File: config.mk
export PLATFORM = sky130hd
export DESIGN_NAME = wait_for_graph_cycle_detect
export DESIGN_NICKNAME = d
export VERILOG_FILES = /design/src/rtl/wfg_pkg.sv /design/src/rtl/wfg_matrix.sv /design/src/rtl/wfg_search.sv /design/src/rtl/wait_for_graph_cycle_detect.sv
export SDC_FILE = /design/constraint.sdc
export NUM_CORES = 1
export LEC_CHECK = 0
export ABC_CLOCK_PERIOD_IN_PS = 5200
export BUFFER_PORTS_ARGS = -buffer_cell sky130_fd_sc_hd__buf_2
export CAP_MARGIN = 20
export CORE_MARGIN = 1
export CORE_UTILIZATION = 46
export CTS_BUF_LIST = sky130_fd_sc_hd__clkbuf_8
export CTS_CLUSTER_SIZE = 14
export DETAILED_ROUTE_END_ITERATION = 16
export PLACE_DENSITY = 0.66
export SLEW_MARGIN = 10
export SYNTH_ARGS = -nofsm -noshare
export SYNTH_HDL_FRONTEND = slang
export SYNTH_SLANG_ARGS = --single-unit
File: constraint.sdc
create_clock -name clk -period 5.2 [get_ports clk]
set_input_delay 0.52 -clock clk [delete_from_list [all_inputs] [get_ports clk]]
set_output_delay 0.52 -clock clk [all_outputs]
set_load 0.05 [all_outputs]
File: src/rtl/wfg_pkg.sv
// shared types, constants and helpers for the wait-for graph cycle detector
`timescale 1ns / 1ps

package wfg_pkg;

    // graph size and derived widths
    localparam int MAX_PROCESSES = 16;
    localparam int NODE_W        = $clog2(MAX_PROCESSES);
    localparam int COUNT_W       = $clog2(MAX_PROCESSES + 1);

    // width of the process_count register and of the id fields
    localparam int CFG_W = 5;
    localparam int ID_W  = 4;

    typedef logic [MAX_PROCESSES-1:0] node_set_t;
    typedef logic [NODE_W-1:0]        node_id_t;
    typedef logic [COUNT_W-1:0]       node_count_t;

    // operation codes
    typedef enum logic [1:0] {
        OP_ADD    = 2'd0,
        OP_DETECT = 2'd1,
        OP_CLEAR  = 2'd2,
        OP_NONE   = 2'd3
    } op_t;

    // search sequencer states
    typedef enum logic [1:0] {
        SRCH_IDLE,
        SRCH_ROOT,
        SRCH_STEP
    } srch_state_t;

    // write command into the adjacency matrix
    typedef struct packed {
        logic     add;
        logic     clear;
        node_id_t waiter;
        node_id_t holder;
    } mat_cmd_t;

    // search start and completion between the top level and the engine
    typedef struct packed {
        logic start;
    } srch_ctrl_t;

    typedef struct packed {
        logic done;
        logic found;
    } srch_stat_t;

    // process_count clamped to the graph size
    function automatic node_count_t active_count(input logic [CFG_W-1:0] count);
        logic [CFG_W-1:0] limit;
        limit = CFG_W'(MAX_PROCESSES);
        if (count > limit)
            return COUNT_W'(MAX_PROCESSES);
        return COUNT_W'(count);
    endfunction

    // one bit for each node below the active count
    function automatic node_set_t node_mask(input node_count_t n);
        node_set_t m;
        for (int i = 0; i < MAX_PROCESSES; i++)
            m[i] = (COUNT_W'(i) < n);
        return m;
    endfunction

    // index of the lowest set bit, zero for an empty set
    function automatic node_id_t lowest_bit(input node_set_t v);
        node_id_t idx;
        idx = '0;
        for (int i = MAX_PROCESSES - 1; i >= 0; i--)
            if (v[i])
                idx = NODE_W'(i);
        return idx;
    endfunction

endpackage

File: src/rtl/wfg_matrix.sv
// adjacency bit matrix of the wait-for graph with one row read port
`timescale 1ns / 1ps

module wfg_matrix (
    input  logic              clk,
    input  logic              rst_n,
    input  wfg_pkg::mat_cmd_t cmd,
    input  wfg_pkg::node_id_t rd_index,
    output wfg_pkg::node_set_t rd_row
);

    wfg_pkg::node_set_t rows_reg [wfg_pkg::MAX_PROCESSES];

    // clear wipes every row, add sets one bit
    always_ff @(posedge clk or negedge rst_n)
    begin
        if (!rst_n)
        begin
            for (int i = 0; i < wfg_pkg::MAX_PROCESSES; i++)
                rows_reg[i] <= '0;
        end
        else if (cmd.clear)
        begin
            for (int i = 0; i < wfg_pkg::MAX_PROCESSES; i++)
                rows_reg[i] <= '0;
        end
        else if (cmd.add)
        begin
            rows_reg[cmd.waiter][cmd.holder] <= 1'b1;
        end
    end

    // row of the node on top of the search path
    assign rd_row = rows_reg[rd_index];

endmodule

File: src/rtl/wfg_search.sv
// depth-first search sequencer with explicit path stack and mark vectors
`timescale 1ns / 1ps

module wfg_search (
    input  logic                   clk,
    input  logic                   rst_n,
    input  wfg_pkg::srch_ctrl_t    ctrl,
    input  wfg_pkg::node_count_t   node_count,
    input  wfg_pkg::node_set_t     row,
    output wfg_pkg::node_id_t      row_index,
    output wfg_pkg::srch_stat_t    stat
);

    wfg_pkg::srch_state_t  state_reg,   state_next;
    wfg_pkg::node_count_t  root_reg,    root_next;
    wfg_pkg::node_count_t  depth_reg,   depth_next;
    wfg_pkg::node_set_t    visited_reg, visited_next;
    wfg_pkg::node_set_t    onpath_reg,  onpath_next;

    wfg_pkg::node_id_t     stack_mem [wfg_pkg::MAX_PROCESSES];

    logic                  push;
    wfg_pkg::node_id_t     push_index;
    wfg_pkg::node_id_t     push_node;

    wfg_pkg::node_count_t  depth_m1;
    wfg_pkg::node_id_t     top;
    wfg_pkg::node_id_t     root_id;
    wfg_pkg::node_set_t    mask;
    wfg_pkg::node_set_t    live_row;
    wfg_pkg::node_set_t    fresh;
    wfg_pkg::node_id_t     next_node;

    // current top of the path and the edges out of it
    assign depth_m1  = depth_reg - wfg_pkg::COUNT_W'(1);
    assign top       = stack_mem[depth_m1[wfg_pkg::NODE_W-1:0]];
    assign row_index = top;
    assign root_id   = root_reg[wfg_pkg::NODE_W-1:0];
    assign mask      = wfg_pkg::node_mask(node_count);
    assign live_row  = row & mask;
    assign fresh     = live_row & ~visited_reg;
    assign next_node = wfg_pkg::lowest_bit(fresh);

    // state and mark registers
    always_ff @(posedge clk or negedge rst_n)
    begin
        if (!rst_n)
        begin
            state_reg   <= wfg_pkg::SRCH_IDLE;
            root_reg    <= '0;
            depth_reg   <= '0;
            visited_reg <= '0;
            onpath_reg  <= '0;
        end
        else
        begin
            state_reg   <= state_next;
            root_reg    <= root_next;
            depth_reg   <= depth_next;
            visited_reg <= visited_next;
            onpath_reg  <= onpath_next;
        end
    end

    // path stack, every entry written before it is read
    always_ff @(posedge clk)
    begin
        if (push)
            stack_mem[push_index] <= push_node;
    end

    // sequencer: one root check, push or pop a cycle
    always_comb
    begin
        state_next   = state_reg;
        root_next    = root_reg;
        depth_next   = depth_reg;
        visited_next = visited_reg;
        onpath_next  = onpath_reg;
        push         = 1'b0;
        push_index   = '0;
        push_node    = '0;
        stat.done    = 1'b0;
        stat.found   = 1'b0;

        unique case (state_reg)
            wfg_pkg::SRCH_IDLE:
            begin
                if (ctrl.start)
                begin
                    root_next    = '0;
                    depth_next   = '0;
                    visited_next = '0;
                    onpath_next  = '0;
                    state_next   = wfg_pkg::SRCH_ROOT;
                end
            end

            wfg_pkg::SRCH_ROOT:
            begin
                if (root_reg >= node_count)
                begin
                    stat.done  = 1'b1;
                    state_next = wfg_pkg::SRCH_IDLE;
                end
                else if (visited_reg[root_id])
                begin
                    root_next = root_reg + wfg_pkg::COUNT_W'(1);
                end
                else
                begin
                    visited_next[root_id] = 1'b1;
                    onpath_next[root_id]  = 1'b1;
                    push                  = 1'b1;
                    push_index            = '0;
                    push_node             = root_id;
                    depth_next            = wfg_pkg::COUNT_W'(1);
                    state_next            = wfg_pkg::SRCH_STEP;
                end
            end

            wfg_pkg::SRCH_STEP:
            begin
                if ((live_row & onpath_reg) != '0)
                begin
                    // an edge back onto the current path closes a cycle
                    stat.done  = 1'b1;
                    stat.found = 1'b1;
                    state_next = wfg_pkg::SRCH_IDLE;
                end
                else if (fresh != '0
                         && depth_reg != wfg_pkg::COUNT_W'(wfg_pkg::MAX_PROCESSES))
                begin
                    visited_next[next_node] = 1'b1;
                    onpath_next[next_node]  = 1'b1;
                    push                    = 1'b1;
                    push_index              = depth_reg[wfg_pkg::NODE_W-1:0];
                    push_node               = next_node;
                    depth_next              = depth_reg + wfg_pkg::COUNT_W'(1);
                end
                else
                begin
                    // dead end, back up one level
                    onpath_next[top] = 1'b0;
                    depth_next       = depth_m1;
                    if (depth_reg == wfg_pkg::COUNT_W'(1))
                    begin
                        root_next  = root_reg + wfg_pkg::COUNT_W'(1);
                        state_next = wfg_pkg::SRCH_ROOT;
                    end
                end
            end

            default:
            begin
                state_next = wfg_pkg::SRCH_IDLE;
            end
        endcase
    end

endmodule

File: src/rtl/wait_for_graph_cycle_detect.sv
// top level of the wait-for graph cycle detector
`timescale 1ns / 1ps

// Holds a wait-for graph of up to 16 processes as an adjacency bit matrix and
// answers one item with one result. Add and clear items take effect at the edge
// that accepts them, and that same edge registers their result. A detect item
// runs a depth-first search in a single sequencer that does one root check,
// push or pop per cycle, with one matrix row read and one lowest-bit pick in
// each. Its result is registered in the output register when the search ends,
// and in_ready stays low meanwhile. A found cycle ends the search early. The
// input side is ready again as soon as the output register is empty or being
// emptied, so a new item may enter while the result is taken. process_count
// above 16 acts as 16; the user must write it through cfg_valid/cfg_data only
// while the block is idle, as the block itself does not enforce this.

module wait_for_graph_cycle_detect (
    input  logic                         clk,
    input  logic                         rst_n,

    input  logic                         in_valid,
    output logic                         in_ready,
    input  logic [1:0]                   operation,
    input  logic [wfg_pkg::ID_W-1:0]     waiter,
    input  logic [wfg_pkg::ID_W-1:0]     holder,

    output logic                         out_valid,
    input  logic                         out_ready,
    output logic                         deadlock,
    output logic                         status,

    input  logic                         cfg_valid,
    output logic                         cfg_ready,
    input  logic [wfg_pkg::CFG_W-1:0]    cfg_data
);

    logic [wfg_pkg::CFG_W-1:0] count_reg;
    logic                      busy_reg, busy_next;
    logic                      out_valid_reg, out_valid_next;
    logic                      deadlock_reg, deadlock_next;
    logic                      status_reg, status_next;

    wfg_pkg::node_count_t      node_count;
    wfg_pkg::mat_cmd_t         mat_cmd;
    wfg_pkg::srch_ctrl_t       srch_ctrl;
    wfg_pkg::srch_stat_t       srch_stat;
    wfg_pkg::node_id_t         row_index;
    wfg_pkg::node_set_t        row;

    logic                      accept;
    logic                      in_range;
    wfg_pkg::op_t              op;

    assign node_count = wfg_pkg::active_count(count_reg);
    assign op         = wfg_pkg::op_t'(operation);
    assign in_ready   = !busy_reg && (!out_valid_reg || out_ready);
    assign accept     = in_valid && in_ready;
    assign in_range   = (wfg_pkg::COUNT_W'(waiter) < node_count)
                        && (wfg_pkg::COUNT_W'(holder) < node_count);
    assign cfg_ready  = 1'b1;

    assign out_valid  = out_valid_reg;
    assign deadlock   = deadlock_reg;
    assign status     = status_reg;

    // configuration register
    always_ff @(posedge clk or negedge rst_n)
    begin
        if (!rst_n)
            count_reg <= wfg_pkg::CFG_W'(wfg_pkg::MAX_PROCESSES);
        else if (cfg_valid && cfg_ready)
            count_reg <= cfg_data;
    end

    // decode of the accepted item
    always_comb
    begin
        mat_cmd.add     = 1'b0;
        mat_cmd.clear   = 1'b0;
        mat_cmd.waiter  = waiter;
        mat_cmd.holder  = holder;
        srch_ctrl.start = 1'b0;
        busy_next       = busy_reg;
        out_valid_next  = out_valid_reg && !out_ready;
        deadlock_next   = deadlock_reg;
        status_next     = status_reg;

        if (busy_reg && srch_stat.done)
        begin
            busy_next      = 1'b0;
            out_valid_next = 1'b1;
            deadlock_next  = srch_stat.found;
            status_next    = 1'b0;
        end

        if (accept)
        begin
            unique case (op)
                wfg_pkg::OP_ADD:
                begin
                    mat_cmd.add    = in_range;
                    out_valid_next = 1'b1;
                    deadlock_next  = 1'b0;
                    status_next    = !in_range;
                end
                wfg_pkg::OP_DETECT:
                begin
                    srch_ctrl.start = 1'b1;
                    busy_next       = 1'b1;
                end
                wfg_pkg::OP_CLEAR:
                begin
                    mat_cmd.clear  = 1'b1;
                    out_valid_next = 1'b1;
                    deadlock_next  = 1'b0;
                    status_next    = 1'b0;
                end
                default:
                begin
                    out_valid_next = 1'b1;
                    deadlock_next  = 1'b0;
                    status_next    = 1'b0;
                end
            endcase
        end
    end

    // control registers
    always_ff @(posedge clk or negedge rst_n)
    begin
        if (!rst_n)
        begin
            busy_reg      <= 1'b0;
            out_valid_reg <= 1'b0;
        end
        else
        begin
            busy_reg      <= busy_next;
            out_valid_reg <= out_valid_next;
        end
    end

    // result payload
    always_ff @(posedge clk)
    begin
        deadlock_reg <= deadlock_next;
        status_reg   <= status_next;
    end

    wfg_matrix u_matrix (
        .clk      (clk),
        .rst_n    (rst_n),
        .cmd      (mat_cmd),
        .rd_index (row_index),
        .rd_row   (row)
    );

    wfg_search u_search (
        .clk        (clk),
        .rst_n      (rst_n),
        .ctrl       (srch_ctrl),
        .node_count (node_count),
        .row        (row),
        .row_index  (row_index),
        .stat       (srch_stat)
    );

endmodule

==> results of run 1 <==
[cell usage in the layout, fill, tap and decap left out, types with 9 or more instances in the layout]
cell and n:
buf_4 136, nand2_1 122, mux2_2 12, o21a_1 9
a31oi_1 18, a22oi_1 11, a32oi_1 18, ha_1 23
edfxtp_1 64, o21ai_0 27, nand3_1 30, nor2_1 327
nor2b_1 11, nand2b_1 18, mux2i_1 160, buf_12 14
inv_1 46, a21oi_1 306, o211ai_1 17, clkbuf_8 73
dfrtp_1 305, buf_2 22, nor3_1 14, a221oi_1 14
mux4_2 21, o221ai_1 9
[worst reg2reg max path, cell delays in order (launching register included)]
cell and delay [ns]:
dfrtp_2 0.43, inv_1 0.10, ha_1 0.33, buf_12 0.17, mux4_2 0.34, mux2i_2 0.25, mux2i_4 0.12, buf_12 0.16
buf_12 0.13, clkbuf_16 0.18, mux2i_1 0.16, nand2_1 0.07, a32oi_1 0.42, a211oi_1 0.25, nor4b_4 0.32, buf_4 0.21
nand4_2 0.20, nor4_2 0.39, o21ai_2 0.13, or4_1 0.42, nand3_1 0.10
[through the flow]
stage	instances	power, mW	area, um^2	setup slack, ns	utilization
global route	2526	16.74	21550	-0.0008984	0.5412
detailed placement	2399	12.73	20070	-0.03439	0.5041
finish	2526	15.98	21550	0.2490	0.5412
global placement	2399	12.67	20070	-0.04651	0.5041
CTS	2517	15.36	21330	0.009059	0.5355
floorplan	1829	9.368	18650	-0.07860	-
[final timing paths]
path | slack, ns | cells past startpoint | endpoint
worst min-delay path | -0.008 | 1 | u_matrix.rows_reg[37]$_DFFE_PN0P_
worst max-delay path | 0.25 | 20 | u_search.root_reg[3]$_DFFE_PN0P_
min in group clk | 0.14 | 3 | count_reg[4]$_DFFE_PN1P_
max in group asynchronous | 3.80 | 2 | u_search.root_reg[3]$_DFFE_PN0P_
worst min register to register | 0.49 | 1 | status$_DFF_P_
worst max register to register | 0.25 | 20 | u_search.root_reg[3]$_DFFE_PN0P_
[power breakdown]
part | internal [mW] | switching [mW] | leakage [nW]
Combinational | 4.07 | 5.99 | 4.53
Sequential | 3.19 | 0.190 | 4.85
Clock | 1.29 | 1.24 | 0.712
[cells by family (layout without fill, tap and decap cells)]
group / count (synthesis) / in the layout / synth area share
adders and majority gates: 23 / 23 / 0.01544
muxes: 198 / 198 / 0.1213
buffers and inverters: 140 / 312 / 0.03906
xor gates and xnor gates: 2 / 2 / 0.001947
AOI/OAI and AO/OA: 505 / 505 / 0.1660
other: 1 / 1 / 0.0002011
DFF: 373 / 373 / 0.5174
and+or+nand+nor: 587 / 587 / 0.1387
[final cells by class]
class	count	area (um^2)	area share
Sequential cell	373	9647	0.4476
Multi-Input combinational cell	1316	8484	0.3936
Timing Repair Buffer	176	1488	0.06902
Clock buffer	73	1005	0.04662
Tap cell	525	656.9	0.03048
Clock inverter	43	197.7	0.009172
Inverter	20	75.07	0.003483
[repair_timing]
action,CTS,global route
pin swaps,0,8
setup buffers,2,6
cloned,0,2
gates resized for setup,3,21
endpoints found under the setup margin,39,166
[layer usage]
layer | part of all wire | global-route usage
met2 | 0.46 | 0.4241
met1 | 0.43 | 0.3826
met3 | 0.079 | 0.05801
met5 | 0 | 0
met4 | 0.028 | 0.08861
==> impl_metrics.csv, run 1 <==
group,metric,value,unit
status,status,"finished with violations",
status,violations,"negative hold slack",
timing,min_period,4.951,ns
yosys,synth_area,18640,um^2
final_layout,syn2layout_area_growth,15.61,%
yosys,ys_types,80,
route,drt-total-wl,56110,um
floorplanning,die_w,203.3,um
pwr,ir_drop,0.0006260,V
route,via_per_inst,6.063,
yosys,synth_nets,1872,
yosys,synth.top_cells.by_area,"dfrtp_1, edfxtp_1, mux2i_1, a21oi_1, nor2_1",
cts,cts-root-buf,"clkbuf_8",
route,post_drt_wl_per_cell,22.21,um
setup_path,critPathLaunch,"u_search.depth_reg[0]$_DFFE_PN0P_",
final_layout,fillers,3527,
timing,final_max_slew_viol_count,0,
yosys,post-synth-top-count-cell,"nor2_1",
setup_path,cp_slowest_cell,"dfrtp_2",
route,num_vias,15310,
setup_path,cp.arrival,5.48,ns
yosys,async_flop_share,0.8231,
final_layout,antenna_cells,0,
yosys,synth_flop_cell,"dfrtp_1",
run,drv_cap,0,
setup_path,worst-setup-path-type,"flop to flop",
cts,cts_hold_buf,0,
global_routing,overflow,0,
timing,period_share,0.9521,
global_routing,grt_pass1_vias,15040,
place,port_buffers,23,
setup_path,crit_fanout,17,
setup_path,startpoint_type,"flop",
timing,hold_slack,-0.008337,ns
setup_path,path_cells,"inv_1, ha_1, buf_12, mux4_2, mux2i_2, mux2i_4, buf_12, buf_12, clkbuf_16, mux2i_1, nand2_1, a32oi_1, a211oi_1, nor4b_4, buf_4, nand4_2, nor4_2, o21ai_2, or4_1, nand3_1",
global_routing,antenna_found_initial,0,
pwr,power.density,741.5,nW/um^2
pwr,p_leak,10.10,nW
yosys,ys_seq_area_frac,0.5174,
yosys,avgSynthCellArea,10.19,um^2
timing,tightest_slew,1.253,ns
yosys,synth_seq_cells,373,
cts,tritoncts,"yes",
yosys,synth_edf_count,64,
timing,finClkSkew,0.03350,ns
timing,tns,0,ns
cts,cts_made_buffers,66,
global_routing,grt_use_total,0.2736,
yosys,ys_warn_count,0,
timing,setup_viol,0,
place,place.gp.congestion,0.9456,
route,ant_nets,0,
global_routing,grt_max_degree,257,
cts,clockBufferDepth,3,
worst_hold_path,hp-class,"input pin to asynchronous set/reset pin",
floorplanning,die_area,41340,um^2
cts,clk_pin_slew,0.06,ns
timing,hold_violations,3,
floorplanning,start_util,0.4681,
yosys,synth_top_cell_by_area,"dfrtp_1",
setup_path,max_stage_delay,0.43,ns
cts,clock_latency,0.62,ns
setup_path,cp-end-kind,"flop",
cts,clkSinkCount,373,
setup_path,cp_data_required_time,5.73,ns
final_layout,largest_reg_flops,256,
global_routing,grt_pass1_wl,87640,um
route,dr.pass1.iters,7,
setup_path,crit_top_cell,"buf_12",
final_layout,drive_above_1_share,0.1769,
yosys,syn_inst,1829,
floorplanning,core-area,39820,um^2
floorplanning,io_pins,25,
setup_path,path_buf_inv,6,
floorplanning,die_y,203.3,um
timing,relSlewSlack,0.1649,
cts,htreeDepth,3,
setup_path,path_delay_family,"simple AND/OR/NAND/NOR gates",
final_layout,nNetsFinal,1996,
route,drc,0,
yosys,synth_common_cells,"nor2_1, a21oi_1, dfrtp_1",
floorplanning,rows,73,
place,dp_hpwl,37100,um
yosys,yosysTopAreaCellShare,0.4107,
route,drtIter0Drc,1777,
setup_path,worstReg2RegStart,"u_search.depth_reg[0]$_DFFE_PN0P_",
timing,fmax,202.0,MHz
Power figures use the tool's default switching activity.
==> run 2, diff against run 1 <==
--- a/config.mk
+++ b/config.mk
@@ -13,8 +13,9 @@
 export CTS_BUF_LIST = sky130_fd_sc_hd__clkbuf_8
 export CTS_CLUSTER_SIZE = 14
 export DETAILED_ROUTE_END_ITERATION = 16
+export MAX_ROUTING_LAYER = met4
 export PLACE_DENSITY = 0.66
-export SLEW_MARGIN = 10
 export SYNTH_ARGS = -nofsm -noshare
 export SYNTH_HDL_FRONTEND = slang
+export SYNTH_HIERARCHICAL = 1
 export SYNTH_SLANG_ARGS = --single-unit
==> impl_metrics.csv, run 2 <==
group,metric,value,unit
cts,clockBufferDepth,3,
global_routing,met2_usage,0.3990,
yosys,synth_nets,1741,
route,num_vias,15040,
yosys,synth_top_cell_by_area,"dfrtp_1",
floorplanning,die_w,204.4,um
setup_path,cp.arrival,5.71,ns
global_routing,grt_use_total,0.2718,
final_layout,drive_above_1_share,0.2270,
floorplanning,start_util,0.4698,
yosys,yosysTopAreaCellShare,0.4065,
route,drt-total-wl,54940,um
yosys,synth_common_cells,"dfrtp_1, nor2_1, a31oi_1",
status,status,"finished, final reports clean",
timing,min_period,5.187,ns
final_layout,final_core_util,0.5390,
timing,hold_violations,0,
final_layout,syn2layout_area_growth,14.73,%
yosys,ys_seq_area_frac,0.5120,
route,via_per_inst,6.483,
setup_path,crit_fanout,10,
yosys,ys_warn_count,6,
floorplanning,die_y,204.4,um
setup_path,worst-setup-path-type,"flop to flop",
global_routing,grt_pass1_wl,85290,um
yosys,avgSynthCellArea,11.09,um^2
cts,clock_latency,0.60,ns
global_routing,grt_pass1_vias,14610,
global_routing,busiest_layer,"met2",
global_routing,grt_max_degree,152,
final_layout,fillers,3434,
place,dp_hpwl,34060,um
run,drv_cap,0,
cts,htreeDepth,3,
yosys,synth_area,18840,um^2
route,ant_nets,0,
timing,setup_viol,0,
timing,period_share,0.9975,
final_layout,layout_common_cells,"dfrtp_1, nor2_1, a31oi_1",
route,post_drt_wl_per_cell,23.68,um
yosys,synth_flop_cell,"dfrtp_1",
yosys,ys_types,92,
timing,final_max_slew_viol_count,0,
route,drc,0,
final_layout,final_common_cell,"dfrtp_1",
setup_path,cp-end-kind,"flop",
route,drtIter0Drc,1968,
place,place_area,19910,um^2
timing,finClkSkew,0.02491,ns
timing,tns,0,ns
final_layout,largest_reg_flops,256,
timing,tightest_slew,1.133,ns
place,port_buffers,23,
floorplanning,core-area,40100,um^2
place,place.gp.congestion,0.9706,
global_routing,grt_use_met3,0.04640,
global_routing,grtUsageMet1,0.3742,
yosys,synth.top_cells.by_area,"dfrtp_1, mux4_2, edfxtp_1, a31oi_1, nor2_1",
global_routing,overflow,0,
global_routing,antenna_found_initial,2,
cts,clkSinkCount,373,
pwr,power,5.926,mW
cts,cts_made_buffers,66,
floorplanning,io_pins,25,
yosys,synth_edf_count,64,
worst_hold_path,hp-class,"input pin to flop",
route,dr.pass1.iters,5,
cts,clk_pin_slew,0.06,ns
yosys,async_flop_share,0.8231,
timing,relSlewSlack,0.2390,
floorplanning,die_area,41770,um^2
final_layout,nNetsFinal,1784,
floorplanning,rows,73,
setup_path,startpoint_type,"flop",
timing,rsz0062_at_grt,"yes",
cts,tritoncts,"yes",
yosys,syn_inst,1698,
timing,fmax,192.8,MHz
final_layout,final_cell_area,21610,um^2
setup_path,cp_data_required_time,5.72,ns
yosys,synth_seq_cells,373,
pwr,power.density,274.2,nW/um^2
cts,cts-root-buf,"clkbuf_8",
pwr,p_leak,9.515,nW
pwr,ir_drop,0.0001542,V
## run 2: cell types whose count changed after synthesis, moves of 28 or more
cell / change
nand2_1: -56
mux2i_1: -158
a41oi_1: +28
a21oi_1: -288
a31oi_1: +217
buf_2: +42
mux4_2: +68
## run 2: per-stage QoR
stage	hold WS (ns)	std cells	setup slack (ns)
final	0.1389	2320	0.01314
after detailed placement	0.4566	2181	-0.03505
after floorplan	0.2244	1698	-0.1010
after global routing	0.1193	2320	-0.1113
after global placement	0.4415	2181	0.01043
after CTS	0.09599	2304	0.01314
## run 2: worst max-delay path, stage by stage (launching register included)
cell,delay (ns)
dfrtp_2,0.43
inv_6,0.05
ha_4,0.34
mux4_2,0.32
mux4_4,0.71
buf_16,0.21
buf_6,0.15
mux4_2,0.47
a22oi_2,0.26
nand2_1,0.13
o21ai_0,0.12
a211o_1,0.20
nor4b_4,0.22
buf_4,0.19
a41oi_4,0.16
nand4b_1,0.23
a221o_1,0.38
or4b_1,0.47
o21ai_1,0.08
## run 2: what timing repair did
action | in CTS | in global routing
gates resized for setup | 3 | 42
hold buffers | 1 | 0
cloned | 0 | 3
endpoints found under the setup margin | 18 | 174
hold endpoints to repair | 10 | 0
pin swaps | 1 | 9
buffers inserted | 2 | 11
## run 2: layer usage
layer / wire, um / part of all wire / vias up
li1: - / - / 6523
met1: 23310 / 0.42 / 7634
met2: 25250 / 0.46 / 761
met3: 4404 / 0.080 / 123
met4: 1979 / 0.036 / 0
met5: 0 / 0 / -
## run 2: worst paths after layout
kind,from,slack [ns],cells after the start,endpoint
min,cfg_data[3],0.14,2,count_reg[3]$_DFFE_PN0P_
max reg2reg,u_search/depth_reg[0]$_DFFE_PN0P_,0.01,18,u_search/root_reg[4]$_DFFE_PN0P_
min in group asynchronous,rst_n,0.54,2,u_search/visited_reg[6]$_DFFE_PN0P_
max,u_search/depth_reg[0]$_DFFE_PN0P_,0.01,18,u_search/root_reg[4]$_DFFE_PN0P_
max in group asynchronous,rst_n,3.23,3,u_matrix/rows_reg[206]$_DFFE_PN0P_
min reg2reg,deadlock$_DFF_P_,0.46,2,deadlock$_DFF_P_
## run 2: where the power goes
| group | internal [mW] | total [mW] | leakage [nW] | switching [mW] |
|---|---|---|---|---|
| sequential | 2.97 | 2.98 | 4.70 | 0.0107 |
| clock | 1.50 | 2.71 | 0.768 | 1.21 |
| combinational | 0.0523 | 0.232 | 4.05 | 0.179 |
## run 2: logic make-up (layout without fill, tap and decap cells)
| group | Yosys count | after routing | share of synthesized area |
|---|---|---|---|
| flip-flops | 373 | 373 | 0.5120 |
| XOR/XNOR | 3 | 3 | 0.001395 |
| AO/OA/AOI/OAI | 436 | 436 | 0.1609 |
| adder cells (fa/ha/maj) | 23 | 23 | 0.01528 |
| AND/OR/NAND/NOR | 558 | 558 | 0.1446 |
| buffers and inverters | 202 | 297 | 0.05181 |
| multiplexers | 102 | 102 | 0.1138 |
| other | 1 | 3 | 0.0001991 |
## run 2: layout make-up
| type | count | area [um^2] | area share |
|---|---|---|---|
| diodes | 2 | 5.005 | 0.0002316 |
| clock buffers | 84 | 1156 | 0.05349 |
| clock inverters | 36 | 182.7 | 0.008452 |
| inverters | 26 | 102.6 | 0.004747 |
| multi-input cells | 1123 | 8502 | 0.3934 |
| flip-flops and latches | 373 | 9647 | 0.4463 |
| well taps | 525 | 656.9 | 0.03039 |
| repair buffers | 151 | 1361 | 0.06299 |
==> run 3, diff against run 2 <==
--- a/config.mk
+++ b/config.mk
@@ -11,11 +11,11 @@
 export CORE_MARGIN = 1
 export CORE_UTILIZATION = 46
 export CTS_BUF_LIST = sky130_fd_sc_hd__clkbuf_8
-export CTS_CLUSTER_SIZE = 14
 export DETAILED_ROUTE_END_ITERATION = 16
 export MAX_ROUTING_LAYER = met4
-export PLACE_DENSITY = 0.66
+export PLACE_DENSITY_LB_ADDON = 0.1
 export SYNTH_ARGS = -nofsm -noshare
 export SYNTH_HDL_FRONTEND = slang
 export SYNTH_HIERARCHICAL = 1
 export SYNTH_SLANG_ARGS = --single-unit
+export TNS_END_PERCENT = 10
==> impl_metrics.csv, run 3 (same netlist as run 2, synthesis figures left out) <==
group,metric,value,unit
status,status,"finished with violations",
status,violations,"negative hold slack, negative setup slack",
final_layout,layout_common_cells,"dfrtp_1, nor2_1, a31oi_1",
timing,min_period,5.214,ns
final_layout,final_common_cell,"dfrtp_1",
cts,clockBufferDepth,3,
timing,fmax,191.8,MHz
cts,cts_made_buffers,66,
timing,relSlewSlack,0.2633,
route,via_per_inst,6.369,
place,dp.cells,2199,
timing,final_max_slew_viol_count,0,
setup_path,critPathLaunch,"u_search/depth_reg[0]$_DFFE_PN0P_",
cts,clk_pin_slew,0.06,ns
final_layout,syn2layout_area_growth,16.35,%
pwr,p_seq_frac,0.508,
setup_path,startpoint_type,"flop",
setup_path,r2r_slack,-0.01,ns
pwr,p_leak,9.710,nW
floorplanning,io_pins,25,
timing,setup_viol,5,
global_routing,grt_pass1_wl,90110,um
pwr,power.internal,4.433,mW
cts,clkSinkCount,373,
floorplanning,start_util,0.4698,
setup_path,cp_data_required_time,5.52,ns
setup_path,critical_path.reg2reg.endpoint,"u_search/stack_mem[5][0]$_DFFE_PP_",
route,drtIter0Drc,1595,
place,place.gp.congestion,0.9627,
setup_path,crit_fanout,12,
final_layout,largest_reg_flops,256,
timing,finClkSkew,0.01984,ns
final_layout,drive_above_1_share,0.2472,
route,dr.pass1.iters,5,
timing,setup_ws,-0.01405,ns
route,num_vias,14920,
cts,cts-root-buf,"clkbuf_8",
worst_hold_path,hp-class,"input pin to asynchronous set/reset pin",
global_routing,grt_pass1_vias,14880,
final_layout,final_cells,2343,
place,post-place-ws,-0.08618,ns
route,ant_nets,0,
place,port_buffers,23,
global_routing,overflow,0,
final_layout,nNetsFinal,1814,
floorplanning,rows,73,
setup_path,cp-endpoint,"u_search/stack_mem[5][0]$_DFFE_PP_",
timing,hold_violations,5,
route,post_drt_wl_per_cell,25.21,um
floorplanning,core-area,40100,um^2
setup_path,worstReg2RegStart,"u_search/depth_reg[0]$_DFFE_PN0P_",
setup_path,cp-end-kind,"flop",
pwr,ir_drop,0.0001957,V
setup_path,cp.arrival,5.53,ns
timing,period_share,1.003,
pwr,power.density,267.5,nW/um^2
floorplanning,die_w,204.4,um
cts,htreeDepth,3,
floorplanning,die_y,204.4,um
global_routing,antenna_found_initial,2,
timing,hold_slack,-0.04190,ns
route,drt-total-wl,59070,um
setup_path,r2r_cells,17,
place,dp_hpwl,36120,um
setup_path,worst-setup-path-type,"flop to flop",
cts,tritoncts,"yes",
pwr,clkPwrFrac,0.451,
run,drv_cap,0,
global_routing,grt_use_total,0.2929,
global_routing,grt_max_degree,160,
timing,tightest_slew,1.100,ns
cts,clock_latency,0.62,ns
pwr,combPwrFrac,0.041,
floorplanning,die_area,41770,um^2
pwr,p_switching,1.431,mW
pwr,swShare,0.2441,
route,drc,0,
timing,rsz0062_at_grt,"yes",
[run 3: changes by cell type in the layout (fill, tap and decap cells not counted), moves of 5 or more]
| cell | delta |
|---|---|
| buf_4 | +21 |
| a22oi_1 | -8 |
| a22oi_2 | +8 |
| clkbuf_8 | -6 |
| clkinvlp_4 | -5 |
| nor2_4 | -5 |
[run 3: worst min-delay path by stage]
stage                           from                                to  slack, ns  cells after the start
global route                   rst_n  u_search/root_reg[4]$_DFFE_PN0P_       0.04                      1
CTS                            rst_n  u_search/root_reg[4]$_DFFE_PN0P_       0.04                      1
floorplan                      rst_n                busy_reg$_DFF_PN0_       0.22                      0
detailed placement  deadlock$_DFF_P_                  deadlock$_DFF_P_       0.45                      2
finish                         rst_n  u_search/root_reg[3]$_DFFE_PN0P_      -0.04                      1
global placement    deadlock$_DFF_P_                  deadlock$_DFF_P_       0.44                      2
[run 3: through the flow]
| step | utilization | setup TNS [ns] | instance area (um^2) | power [mW] | hold WS (ns) |
|---|---|---|---|---|---|
| 6_report | 0.5466 | -0.05065 | 21920 | 5.864 | -0.04190 |
| 5_1_grt | 0.5466 | -12.78 | 21920 | 6.083 | 0.04103 |
| 4_1_cts | 0.5304 | -0.01409 | 21270 | 5.932 | 0.03783 |
| 3_5_place_dp | 0.4990 | -0.1436 | 20010 | 3.273 | 0.4468 |
| 3_3_place_gp | 0.4984 | -0.03153 | 19980 | 3.269 | 0.4438 |
| 2_1_floorplan | - | -3.154 | 19000 | 3.159 | 0.2244 |
[run 3: power groups by stage]
stage	clock [mW]	sequential [mW]	combinational, mW
floorplan	0	3.03	0.129
global placement	0	3.03	0.235
detailed placement	0	3.03	0.239
CTS	2.71	2.98	0.240
global route	2.84	2.98	0.265
finish	2.64	2.98	0.241
[run 3: final cells by class]
| class | count | area (um^2) |
|---|---|---|
| Clock inverter | 35 | 172.7 |
| Fill cell | 3473 | 18180 |
| Sequential cell | 373 | 9647 |
| Timing Repair Buffer | 181 | 1689 |
| Multi-Input combinational cell | 1123 | 8572 |
| Inverter | 26 | 102.6 |
| Clock buffer | 78 | 1074 |
| Tap cell | 525 | 656.9 |
| Antenna cell | 2 | 5.005 |
[run 3: routing by layer]
layer  GRT usage  vias up  share of wire
met5           -        -              0
met3     0.04847      112          0.057
li1            -     6565              -
met4     0.09808        0          0.030
met2      0.4368      553           0.47
met1      0.4072     7692           0.45
[run 3: repair_timing]
action / in CTS / in global routing
gates cloned: 0 / 7
gates resized for setup: 3 / 65
endpoints found under the setup margin: 12 / 173
buffers inserted: 0 / 18
pin swaps: 0 / 24
hold buffers: 0 / 0
[run 3: worst max-delay path, cell delays in order (launching register included)]
cell       delay, ns
dfrtp_2         0.42
buf_6           0.13
buf_8           0.12
mux4_2          0.51
mux4_4          0.64
buf_12          0.19
clkbuf_16       0.20
mux4_2          0.44
a22oi_2         0.31
nand2_1         0.14
a21boi_0        0.23
a2111oi_4       0.50
buf_4           0.21
nand3_2         0.10
nor2_4          0.18
nand3b_1        0.21
nor2_1          0.17
buf_4           0.19
